===== config.mk =====
export PLATFORM = sky130hd
export DESIGN_NAME = utf16_to_utf8_transcoder
export DESIGN_NICKNAME = d
export VERILOG_FILES = /design/src/rtl/u2u8_pkg.sv /design/src/rtl/utf16_to_utf8_transcoder.sv /design/src/rtl/u2u8_front.sv /design/src/rtl/u2u8_queue.sv /design/src/rtl/u2u8_back.sv
export SDC_FILE = /design/constraint.sdc
export NUM_CORES = 1
export LEC_CHECK = 0
export BUFFER_PORTS_ARGS = -buffer_cell sky130_fd_sc_hd__buf_2
export CAP_MARGIN = 20
export CORE_MARGIN = 4
export CORE_UTILIZATION = 52
export CTS_CLUSTER_SIZE = 40
export DETAILED_ROUTE_END_ITERATION = 16
export PLACE_DENSITY = 0.7
export SLEW_MARGIN = 20
export SYNTH_ARGS = -nofsm -noshare
export SYNTH_HDL_FRONTEND = slang
export SYNTH_SLANG_ARGS = --single-unit

===== constraint.sdc =====
create_clock -name clk_i -period 5.95 [get_ports clk_i]
set_input_delay 0.595 -clock clk_i [delete_from_list [all_inputs] [get_ports clk_i]]
set_output_delay 0.595 -clock clk_i [all_outputs]
set_load 0.01 [all_outputs]

===== src/rtl/u2u8_pkg.sv =====
// shared types, constants and byte encoding for the utf-16 to utf-8 transcoder
`timescale 1ns / 1ps

package u2u8_pkg;

  localparam int CodeUnitW = 16;
  localparam int CpW       = 21;
  localparam int LeadBitsW = 10;
  localparam int LenW      = 2;

  localparam logic [CpW-1:0] SupplBase    = 21'h10000;
  localparam logic [CpW-1:0] Replacement  = 21'h0FFFD;
  localparam logic [CpW-1:0] MaxCodePoint = 21'h10FFFF;
  localparam logic [CpW-1:0] Max1Byte     = 21'h0007F;
  localparam logic [CpW-1:0] Max2Byte     = 21'h007FF;
  localparam logic [CpW-1:0] Max3Byte     = 21'h0FFFF;

  localparam logic [4:0] SurrogatePrefix = 5'b11011;

  localparam logic [7:0] Lead2Mark = 8'hC0;
  localparam logic [7:0] Lead3Mark = 8'hE0;
  localparam logic [7:0] Lead4Mark = 8'hF0;
  localparam logic [7:0] ContMark  = 8'h80;

  // byte count minus one
  localparam logic [LenW-1:0] Len1 = 2'd0;
  localparam logic [LenW-1:0] Len2 = 2'd1;
  localparam logic [LenW-1:0] Len3 = 2'd2;
  localparam logic [LenW-1:0] Len4 = 2'd3;

  localparam int QDepth = 2;
  localparam int QPtrW  = (QDepth > 1) ? $clog2(QDepth) : 1;
  localparam int QCntW  = $clog2(QDepth + 1);

  typedef struct packed {
    logic [CpW-1:0]  cp;
    logic [LenW-1:0] len;
    logic            fin;
  } q_entry_t;

  // byte idx of the encoding of cp, len gives the byte count minus one
  function automatic logic [7:0] byte_of(logic [CpW-1:0] cp, logic [LenW-1:0] len,
                                         logic [LenW-1:0] idx);
    logic [LenW-1:0] rem;
    logic [7:0]      b;
    rem = len - idx;
    b   = 8'h00;
    if (len == Len1) begin
      b = {1'b0, cp[6:0]};
    end else if (idx == '0) begin
      case (len)
        Len2:    b = Lead2Mark | {3'b000, cp[10:6]};
        Len3:    b = Lead3Mark | {4'b0000, cp[15:12]};
        default: b = Lead4Mark | {5'b00000, cp[20:18]};
      endcase
    end else begin
      case (rem)
        2'd0:    b = ContMark | {2'b00, cp[5:0]};
        2'd1:    b = ContMark | {2'b00, cp[11:6]};
        default: b = ContMark | {2'b00, cp[17:12]};
      endcase
    end
    return b;
  endfunction

endpackage


===== src/rtl/utf16_to_utf8_transcoder.sv =====
// top level of the utf-16 to utf-8 transcoder
`timescale 1ns / 1ps

// Takes one UTF-16 code unit per cycle while full is low and returns its UTF-8
// encoding as one to four byte beats, lead byte first, with run_end_o on the last
// byte of each unit's run and string_end_o on the last byte of the string. A
// surrogate unit is held and produces no beats; the next unit completes the pair.
// A surrogate that ends the string becomes U+FFFD. Units are taken back to back
// as long as the two-entry queue between the front and the serializer has room;
// the sustained rate is set by the serializer, which sends one byte per cycle while
// pop keeps the output free. With the serializer idle, the first byte of a unit
// passes through the queue, the working entry and the output byte register before
// it reaches the output ports.
module utf16_to_utf8_transcoder (
  input  logic                           clk_i,
  input  logic                           rst_ni,
  input  logic                           push,
  output logic                           full,
  input  logic [u2u8_pkg::CodeUnitW-1:0] code_unit_i,
  input  logic                           final_unit_i,
  output logic                           empty,
  input  logic                           pop,
  output logic [7:0]                     utf8_byte_o,
  output logic                           run_end_o,
  output logic                           string_end_o
);

  u2u8_pkg::q_entry_t fq_entry;
  u2u8_pkg::q_entry_t qb_entry;
  logic               fq_push;
  logic               q_full;
  logic               q_empty;
  logic               q_pop;

  u2u8_front u_front (
    .clk_i        (clk_i),
    .rst_ni       (rst_ni),
    .push         (push),
    .full         (full),
    .code_unit_i  (code_unit_i),
    .final_unit_i (final_unit_i),
    .q_full_i     (q_full),
    .q_push_o     (fq_push),
    .q_entry_o    (fq_entry)
  );

  u2u8_queue u_queue (
    .clk_i   (clk_i),
    .rst_ni  (rst_ni),
    .push_i  (fq_push),
    .entry_i (fq_entry),
    .full_o  (q_full),
    .pop_i   (q_pop),
    .empty_o (q_empty),
    .entry_o (qb_entry)
  );

  u2u8_back u_back (
    .clk_i        (clk_i),
    .rst_ni       (rst_ni),
    .q_empty_i    (q_empty),
    .q_entry_i    (qb_entry),
    .q_pop_o      (q_pop),
    .pop          (pop),
    .empty        (empty),
    .utf8_byte_o  (utf8_byte_o),
    .run_end_o    (run_end_o),
    .string_end_o (string_end_o)
  );

endmodule


===== src/rtl/u2u8_front.sv =====
// front end: accepts code units, pairs surrogates and classifies code points
`timescale 1ns / 1ps

module u2u8_front (
  input  logic                              clk_i,
  input  logic                              rst_ni,
  input  logic                              push,
  output logic                              full,
  input  logic [u2u8_pkg::CodeUnitW-1:0]    code_unit_i,
  input  logic                              final_unit_i,
  input  logic                              q_full_i,
  output logic                              q_push_o,
  output u2u8_pkg::q_entry_t                q_entry_o
);

  logic [u2u8_pkg::LeadBitsW-1:0] held_lead_bits_q, held_lead_bits_d;
  logic                           lead_pending_q, lead_pending_d;

  logic                       accept;
  logic                       is_sur;
  logic                       hold;
  logic [u2u8_pkg::CpW-1:0]   cp_pair;
  logic [u2u8_pkg::CpW-1:0]   cp_raw;
  logic [u2u8_pkg::CpW-1:0]   cp;

  assign full   = q_full_i;
  assign accept = push && !q_full_i;
  assign is_sur = (code_unit_i[15:11] == u2u8_pkg::SurrogatePrefix);
  assign hold   = !lead_pending_q && is_sur && !final_unit_i;

  assign cp_pair = u2u8_pkg::SupplBase + {1'b0, held_lead_bits_q, code_unit_i[9:0]};

  always_comb begin
    if (lead_pending_q) begin
      cp_raw = cp_pair;
    end else if (is_sur) begin
      // lone surrogate at the end of the string
      cp_raw = u2u8_pkg::Replacement;
    end else begin
      cp_raw = {5'b00000, code_unit_i};
    end
    cp = (cp_raw > u2u8_pkg::MaxCodePoint) ? u2u8_pkg::Replacement : cp_raw;
  end

  always_comb begin
    q_entry_o.cp  = cp;
    q_entry_o.fin = final_unit_i;
    if (cp <= u2u8_pkg::Max1Byte) begin
      q_entry_o.len = u2u8_pkg::Len1;
    end else if (cp <= u2u8_pkg::Max2Byte) begin
      q_entry_o.len = u2u8_pkg::Len2;
    end else if (cp <= u2u8_pkg::Max3Byte) begin
      q_entry_o.len = u2u8_pkg::Len3;
    end else begin
      q_entry_o.len = u2u8_pkg::Len4;
    end
  end

  assign q_push_o = accept && !hold;

  always_comb begin
    held_lead_bits_d = held_lead_bits_q;
    lead_pending_d   = lead_pending_q;
    if (accept) begin
      if (lead_pending_q) begin
        held_lead_bits_d = '0;
        lead_pending_d   = 1'b0;
      end else if (hold) begin
        held_lead_bits_d = code_unit_i[9:0];
        lead_pending_d   = 1'b1;
      end
    end
  end

  always_ff @(posedge clk_i or negedge rst_ni) begin
    if (!rst_ni) begin
      held_lead_bits_q <= '0;
      lead_pending_q   <= 1'b0;
    end else begin
      held_lead_bits_q <= held_lead_bits_d;
      lead_pending_q   <= lead_pending_d;
    end
  end

endmodule


===== src/rtl/u2u8_queue.sv =====
// short queue of classified code points between front and back
`timescale 1ns / 1ps

module u2u8_queue (
  input  logic                clk_i,
  input  logic                rst_ni,
  input  logic                push_i,
  input  u2u8_pkg::q_entry_t  entry_i,
  output logic                full_o,
  input  logic                pop_i,
  output logic                empty_o,
  output u2u8_pkg::q_entry_t  entry_o
);

  u2u8_pkg::q_entry_t mem_q [u2u8_pkg::QDepth];

  logic [u2u8_pkg::QPtrW-1:0] wr_ptr_q, wr_ptr_d;
  logic [u2u8_pkg::QPtrW-1:0] rd_ptr_q, rd_ptr_d;
  logic [u2u8_pkg::QCntW-1:0] cnt_q, cnt_d;

  logic do_push;
  logic do_pop;

  function automatic logic [u2u8_pkg::QPtrW-1:0] ptr_inc(logic [u2u8_pkg::QPtrW-1:0] p);
    logic [u2u8_pkg::QPtrW-1:0] r;
    if (p == u2u8_pkg::QPtrW'(u2u8_pkg::QDepth - 1)) begin
      r = '0;
    end else begin
      r = p + 1'b1;
    end
    return r;
  endfunction

  assign full_o  = (cnt_q == u2u8_pkg::QCntW'(u2u8_pkg::QDepth));
  assign empty_o = (cnt_q == '0);
  assign do_push = push_i && !full_o;
  assign do_pop  = pop_i && !empty_o;
  assign entry_o = mem_q[rd_ptr_q];

  always_comb begin
    wr_ptr_d = do_push ? ptr_inc(wr_ptr_q) : wr_ptr_q;
    rd_ptr_d = do_pop ? ptr_inc(rd_ptr_q) : rd_ptr_q;
    cnt_d    = cnt_q;
    if (do_push && !do_pop) begin
      cnt_d = cnt_q + 1'b1;
    end else if (do_pop && !do_push) begin
      cnt_d = cnt_q - 1'b1;
    end
  end

  always_ff @(posedge clk_i) begin
    if (do_push) begin
      mem_q[wr_ptr_q] <= entry_i;
    end
  end

  always_ff @(posedge clk_i or negedge rst_ni) begin
    if (!rst_ni) begin
      wr_ptr_q <= '0;
      rd_ptr_q <= '0;
      cnt_q    <= '0;
    end else begin
      wr_ptr_q <= wr_ptr_d;
      rd_ptr_q <= rd_ptr_d;
      cnt_q    <= cnt_d;
    end
  end

endmodule


===== src/rtl/u2u8_back.sv =====
// back end: serializes each code point into utf-8 bytes, one beat per cycle while the output is free
`timescale 1ns / 1ps

module u2u8_back (
  input  logic                clk_i,
  input  logic                rst_ni,
  input  logic                q_empty_i,
  input  u2u8_pkg::q_entry_t  q_entry_i,
  output logic                q_pop_o,
  input  logic                pop,
  output logic                empty,
  output logic [7:0]          utf8_byte_o,
  output logic                run_end_o,
  output logic                string_end_o
);

  u2u8_pkg::q_entry_t           cur_q, cur_d;
  logic                         cur_valid_q, cur_valid_d;
  logic [u2u8_pkg::LenW-1:0]    idx_q, idx_d;

  logic                         out_valid_q, out_valid_d;
  logic [7:0]                   byte_q, byte_d;
  logic                         run_end_q, run_end_d;
  logic                         str_end_q, str_end_d;

  logic out_free;
  logic cur_last;
  logic advance;

  assign out_free = !out_valid_q || pop;
  assign cur_last = (idx_q == cur_q.len);
  assign advance  = cur_valid_q && out_free;
  // refill the working entry as its last byte leaves, so runs follow without a gap
  assign q_pop_o  = !q_empty_i && (!cur_valid_q || (advance && cur_last));

  always_comb begin
    out_valid_d = out_valid_q;
    byte_d      = byte_q;
    run_end_d   = run_end_q;
    str_end_d   = str_end_q;
    if (advance) begin
      out_valid_d = 1'b1;
      byte_d      = u2u8_pkg::byte_of(cur_q.cp, cur_q.len, idx_q);
      run_end_d   = cur_last;
      str_end_d   = cur_last && cur_q.fin;
    end else if (pop) begin
      out_valid_d = 1'b0;
    end
  end

  always_comb begin
    cur_d       = cur_q;
    cur_valid_d = cur_valid_q;
    idx_d       = idx_q;
    if (advance) begin
      idx_d = idx_q + 1'b1;
    end
    if (q_pop_o) begin
      cur_d       = q_entry_i;
      cur_valid_d = 1'b1;
      idx_d       = '0;
    end else if (advance && cur_last) begin
      cur_valid_d = 1'b0;
    end
  end

  always_ff @(posedge clk_i) begin
    cur_q     <= cur_d;
    byte_q    <= byte_d;
    run_end_q <= run_end_d;
    str_end_q <= str_end_d;
  end

  always_ff @(posedge clk_i or negedge rst_ni) begin
    if (!rst_ni) begin
      cur_valid_q <= 1'b0;
      idx_q       <= '0;
      out_valid_q <= 1'b0;
    end else begin
      cur_valid_q <= cur_valid_d;
      idx_q       <= idx_d;
      out_valid_q <= out_valid_d;
    end
  end

  assign empty        = !out_valid_q;
  assign utf8_byte_o  = byte_q;
  assign run_end_o    = run_end_q;
  assign string_end_o = str_end_q;

endmodule


# [Word-level counts from Yosys, hierarchy flattened]
# Memories as Yosys holds them, arrays and structs flattened. A register that Yosys moved wholly into a read port is not among the register bits.
# Index checks and enable logic that the tools add are counted.
[totals] reg_bits=29 ram_bits=48 out_inout_bits=12 word_cells=89 n_memories=1
[mem_list] name="u_queue.mem_q" depth=2 word_bits=24 read_ports=1 rd_ports_with_merged_regs=1 wr=1 line_no="u2u8_queue.sv:15" source="u2u8_pkg::q_entry_t mem_q [u2u8_pkg::QDepth];"
[classes] n_addsub=7 magnitude_cmp=4 n_eq_ne=6 n_mux=26 n_reduce_logical=33
[op_table] cell="21-bit two-way mux" n=2
[op_table] cell="6-bit one-hot mux with 2 select lines" n=2
[op_table] cell="17-bit by 20-bit adder with 21-bit output (first input constant)" n=1
[op_table] cell="21-bit > comparator (second input constant)" n=1
[op_table] cell="21-bit by 11-bit less-or-equal comparator with 1-bit output (second input constant)" n=1
[op_table] cell="21-bit by 16-bit less-or-equal comparator with 1-bit output (second input constant)" n=1
[op_table] cell="21-bit by 7-bit less-or-equal comparator with 1-bit output (second input constant)" n=1
[op_table] cell="10-bit two-way mux" n=2
[op_table] cell="16-bit two-way mux" n=1
[op_table] cell="7-bit two-way mux" n=2
[op_table] cell="1-bit logical AND" n=12
[op_table] cell="2-bit two-way mux" n=6
[op_table] cell="1-bit two-way mux" n=11
[op_table] cell="2-bit nonzero test" n=5
[op_table] cell="1-bit zero test" n=9
[op_table] cell="2-bit zero test" n=4
[op_table] cell="5-bit equality test (second input constant)" n=1
[op_table] cell="2-bit by 1-bit adder with 2-bit output (second input constant)" n=2
[op_table] cell="2-bit by 1-bit equality test with 1-bit output (second input constant)" n=2
[op_table] cell="2-bit equality test (second input constant)" n=2
[op_table] cell="1-bit adder (second input constant)" n=2
[op_table] cell="2-bit equality test" n=1
[op_table] cell="1-bit logical OR" n=2
[op_table] cell="2-bit AND reduction" n=1
[op_table] cell="other kinds (2)" n=2

# [Longest topological paths before layout]
[logic_depth] depth_word=10 ltp_mapped=10 mapped_depth_nobuf=9

# [By module]
# A second synthesis with hierarchy kept.
[unflattened] hier_cells=335 hier_area_um2=4579.4
[by_module_without_submodules] module="u2u8_queue" n_inst=1 cells_per_inst=94 area_per_inst_um2=2030.7
[by_module_without_submodules] module="u2u8_back" n_inst=1 cells_per_inst=123 area_per_inst_um2=1664.1
[by_module_without_submodules] module="u2u8_front" n_inst=1 cells_per_inst=118 area_per_inst_um2=884.6

# [Least setup slack after synthesis]
# OpenSTA, ideal clock, no wires.
[synth_path] kind="reg-to-reg" startpoint="register, netlist name u_back.cur_q[1]" endpoint="register u_queue.cnt_q[1] (netlist name)" setup_ns=0.079 arrival_time_ns=3.166 slack_ns=2.705 stages_incl_launch_ff=11 n_path_buf=1 period_less_slack_ns=3.245 path_cell_list="edfxtp_1 > inv_1 > ha_1 > buf_2 > nand3_1 > a21oi_1 > inv_1 > ha_1 > xor2_1 > nor2_1 > xor2_1"
[synth_via] elab_chain_len=8
[synth_lines] item="2-bit equality test (*)" line_no="u2u8_back.sv:31" source="assign cur_last = (idx_q == cur_q.len);"
[synth_lines] item="1-bit logical AND (*)" line_no="u2u8_back.sv:34" source="assign q_pop_o = !q_empty_i && (!cur_valid_q || (advance && cur_last));"
[synth_lines] item="1-bit logical OR (*)" line_no="u2u8_back.sv:34"
[synth_lines] item="1-bit logical AND (*)" line_no="u2u8_back.sv:34"
[synth_lines] item="via q_pop" line_no="utf16_to_utf8_transcoder.sv:33" source="logic q_pop;"
[synth_lines] item="1-bit logical AND (*)" line_no="u2u8_queue.sv:37" source="assign do_pop = pop_i && !empty_o;"
[synth_lines] item="1-bit zero test" line_no="u2u8_queue.sv:44" source="if (do_push && !do_pop) begin"
[synth_lines] item="1-bit logical AND" line_no="u2u8_queue.sv:44"
[synth_lines] item="2-bit two-way mux / 2-bit nonzero test (equally long branches)"
[synth_lines] item="end signal, assigned" line_no="u2u8_queue.sv:65" source="cnt_q <= cnt_d;"
[synth_lines] item="end, declared" line_no="u2u8_queue.sv:19" source="logic [u2u8_pkg::QCntW-1:0] cnt_q, cnt_d;"
# Mark *: on every way through the listed nets, which the timed path passes. The rest lies on a longest branch.
# A chain may end at the register's enable or synchronous reset.

# [Worst setup path in the final report]
[layout_path] startpoint="register, netlist name u_back.cur_q[1]" endpoint="register u_queue.cnt_q[1] (netlist name)"
[layout_via] elab_chain_len=8
[layout_lines] item="2-bit equality test (*)" line_no="u2u8_back.sv:31"
[layout_lines] item="1-bit logical AND (*)" line_no="u2u8_back.sv:34"
[layout_lines] item="1-bit logical OR (*)" line_no="u2u8_back.sv:34"
[layout_lines] item="1-bit logical AND (*)" line_no="u2u8_back.sv:34"
[layout_lines] item="via q_pop" line_no="utf16_to_utf8_transcoder.sv:33"
[layout_lines] item="1-bit logical AND (*)" line_no="u2u8_queue.sv:37"
[layout_lines] item="1-bit zero test" line_no="u2u8_queue.sv:44"
[layout_lines] item="1-bit logical AND" line_no="u2u8_queue.sv:44"
[layout_lines] item="2-bit two-way mux / 2-bit nonzero test (equally long branches)"
# Marked as above.

==> impl_metrics.tcl <==
set metrics [dict create \
    power_frac_seq_pct 50.3 \
    crit_type "flop to flop" \
    grt_use_total_pct 16.0 \
    synth_top_area_share_pct 56.3 \
    nets 367 \
    dp_cells 432 \
    whs_ps 178 \
    clock_skew_ps 6.47 \
    cts_sinks 101 \
    routed_wl_mm 7.27 \
    grt_pass1_vias 2452 \
    synth-edff-count 82 \
    cts_resized 0 \
    num_antenna_cells 0 \
    cts_tree "done" \
    fp.dieH_um 99.7 \
    rows 33 \
    cts-buffers-inserted 9 \
    synth_top_cell_by_area "edfxtp_1" \
    yosys_warnings 0 \
    setup_tns_ps 0 \
    status "finished, final reports clean" \
    start_kind "flop" \
    grt_pass1_wl_mm 12.1 \
    cellLeakagePower_nw 1.88 \
    ys.flop_type "edfxtp_1" \
    power_density_nw_per_um2 490 \
    ys_seq_area_share_pct 67.1 \
    maxCapViolCount 0 \
    viasPerCell 5.45 \
    critPathArrivalTime_ps 2780 \
    start_util_pct 53.3 \
    drc 0 \
    wire_per_inst_um 16.2 \
    area_delta_synth_final_pct 10.3 \
    drt_first_pass_iters 4 \
    io_pins 33 \
    synth_common_cells "edfxtp_1, mux2_2, nand2_1" \
    synth_nets 336 \
    maxSlewViolCount 0 \
    die_w_um 99.7 \
    synth_area_um2 4380 \
    die-area_um2 9950 \
    cts_buffer_depth 2 \
    clkTransAtPathRegs_ps 90 \
    p_sw_share_pct 32.3 \
    crit_required_ps 6240 \
    synth.avg_cell_area_um2 14.3 \
    power.share.clock_pct 18.4 \
    ys_top_cells_by_area "edfxtp_1, dfrtp_1, mux2_2" \
    vias 2442 \
    power.internal_mw 1.60 \
    synth-seq-cells 101 \
    h-tree-depth 3 \
    min_period_over_period_pct 41.8 \
    tightest_slew_ps 1030 \
    r2r_start "u_back.cur_q[1]" \
    drtAntennaViolNets 0 \
    vdd_drop_max_v 0.000252 \
    antenna_found_initial 0 \
    r2r-end "u_queue.cnt_q[1]" \
    grt_max_degree 29 \
    path_max_fanout 28 \
    synthDistinctLibCells 39 \
    r2r.worst_path.cells 9 \
    hp-class "primary input to async pin" \
    cts_setup_buffers 0 \
    cts_hold_buf 0 \
    fin_crit_ps 2490 \
    cts-root-buf "clkbuf_8" \
    gp_congestion 0.867 \
    postSynthCellCount 307 \
    finalSetupViolCount 0 \
    async_flop_share_pct 18.8 \
    relSlewSlack_pct 31.5 \
    power_frac_comb_pct 31.4 \
    fmax_ghz 0.402 \
    core_um2 8220 \
    drt_iter0_drc 99 \
    hpwl_mm 5.15 \
    end_kind "flop" \
    drive_above_1_share_pct 22.4 \
    rsz0062_at_grt "no" \
    yosysMostFrequentCell "edfxtp_1" \
    grt_overflow 0 \
    fin_util_pct 58.7 \
    r2r_slack_ps 3460 \
    io_buffers 32 \
    stdcell_count 448 \
    insertion_delay_ps 360 \
    power_switching_mw 0.764 \
    hold_viol 0 \
]
-- placed cells by master, fill, tap and decap left out, drive strengths merged, types with 8 or more instances in the layout --
| master | n |
|---|---|
| edfxtp | 82 |
| buf | 33 |
| mux2 | 25 |
| nand2 | 22 |
| nor2 | 20 |
| dfrtp | 19 |
| mux2i | 12 |
| a22o | 12 |
| inv | 12 |
| nand2b | 11 |
| clkbuf | 11 |
| ha | 8 |
| a21oi | 8 |
| o21ai | 8 |
-- worst max-delay path, cell delays in order (launching register included) --
cell      delay [ps]
edfxtp_1         380
inv_1             90
ha_1             540
nand3_1          190
a21oi_2          170
buf_4            330
inv_1             90
ha_1             330
nor2_1           150
xor2_1           150
-- flip-flops by register name, summed over array words and instances, names as in the netlist --
name and count:
u_queue.cnt_q 2, u_back.cur_q 24, u_front.lead_pending_q 1, u_back.run_end_o 1, u_queue.wr_ptr_q 1, u_queue.mem_q 48
u_queue.rd_ptr_q 1, u_back.idx_q 2, u_back.cur_valid_q 1, u_back.utf8_byte_o 8, u_back.out_valid_q 1, u_back.string_end_o 1
u_front.held_lead_bits_q 10
-- through the flow --
stage          setup WS [ps]  total power [mW]  area [um^2]
2_1_floorplan           2710              1.76         4380
3_3_place_gp            3310              1.92         4620
3_5_place_dp            3220              1.94         4620
4_1_cts                 3210              2.38         4820
5_1_grt                 3220              2.52         4830
6_report                3460              2.36         4830
-- layout make-up --
cell class / instances / area [um^2]
timing repair buffer: 33 / 168
multi-input combinational: 182 / 1350
fill: 650 / 3390
sequential: 101 / 2940
clock buffer: 11 / 141
tap: 105 / 131
inverter: 11 / 41.3
clock inverter: 5 / 60.1
-- logic make-up after synthesis --
logic type               after synthesis  share of synthesized area [%]
buffers and inverters                 24                           2.40
multiplexers                          37                           9.18
flip-flops                           101                           67.1
XOR/XNOR                               9                           2.12
AO/OA/AOI/OAI                         48                           7.95
AND/OR/NAND/NOR                       80                           8.95
adder cells (fa/ha/maj)                8                           2.29
-- metal layers --
layer,global-route usage [%],vias to the layer above,wire (um)
met5,0,-,0
met2,24.2,51,3400
met3,3.23,16,233
met4,8.40,0,188
met1,21.8,1176,3460
li1,-,1199,-
-- power groups by stage --
stage / Sequential [mW] / Clock (mW) / Combinational [mW]
finish: 1.19 / 0.434 / 0.742
global route: 1.22 / 0.480 / 0.822
CTS: 1.19 / 0.445 / 0.747
detailed placement: 1.21 / 0 / 0.737
global placement: 1.20 / 0 / 0.721
floorplan: 1.16 / 0 / 0.599
-- worst max path at each step --
stage / startpoint / slack (ps) / to
after floorplan: u_back.cur_q[1] / 2710 / u_queue.cnt_q[1]
after detailed placement: u_front.lead_pending_q / 3220 / u_queue.mem_q[1][7]
after CTS: u_front.lead_pending_q / 3210 / u_queue.mem_q[1][8]
final: u_back.cur_q[1] / 3460 / u_queue.cnt_q[1]
after global placement: u_front.lead_pending_q / 3310 / u_queue.mem_q[1][5]
after global routing: u_back.cur_q[1] / 3220 / u_queue.cnt_q[1]
Note: power is estimated with default switching activity, not from simulation.
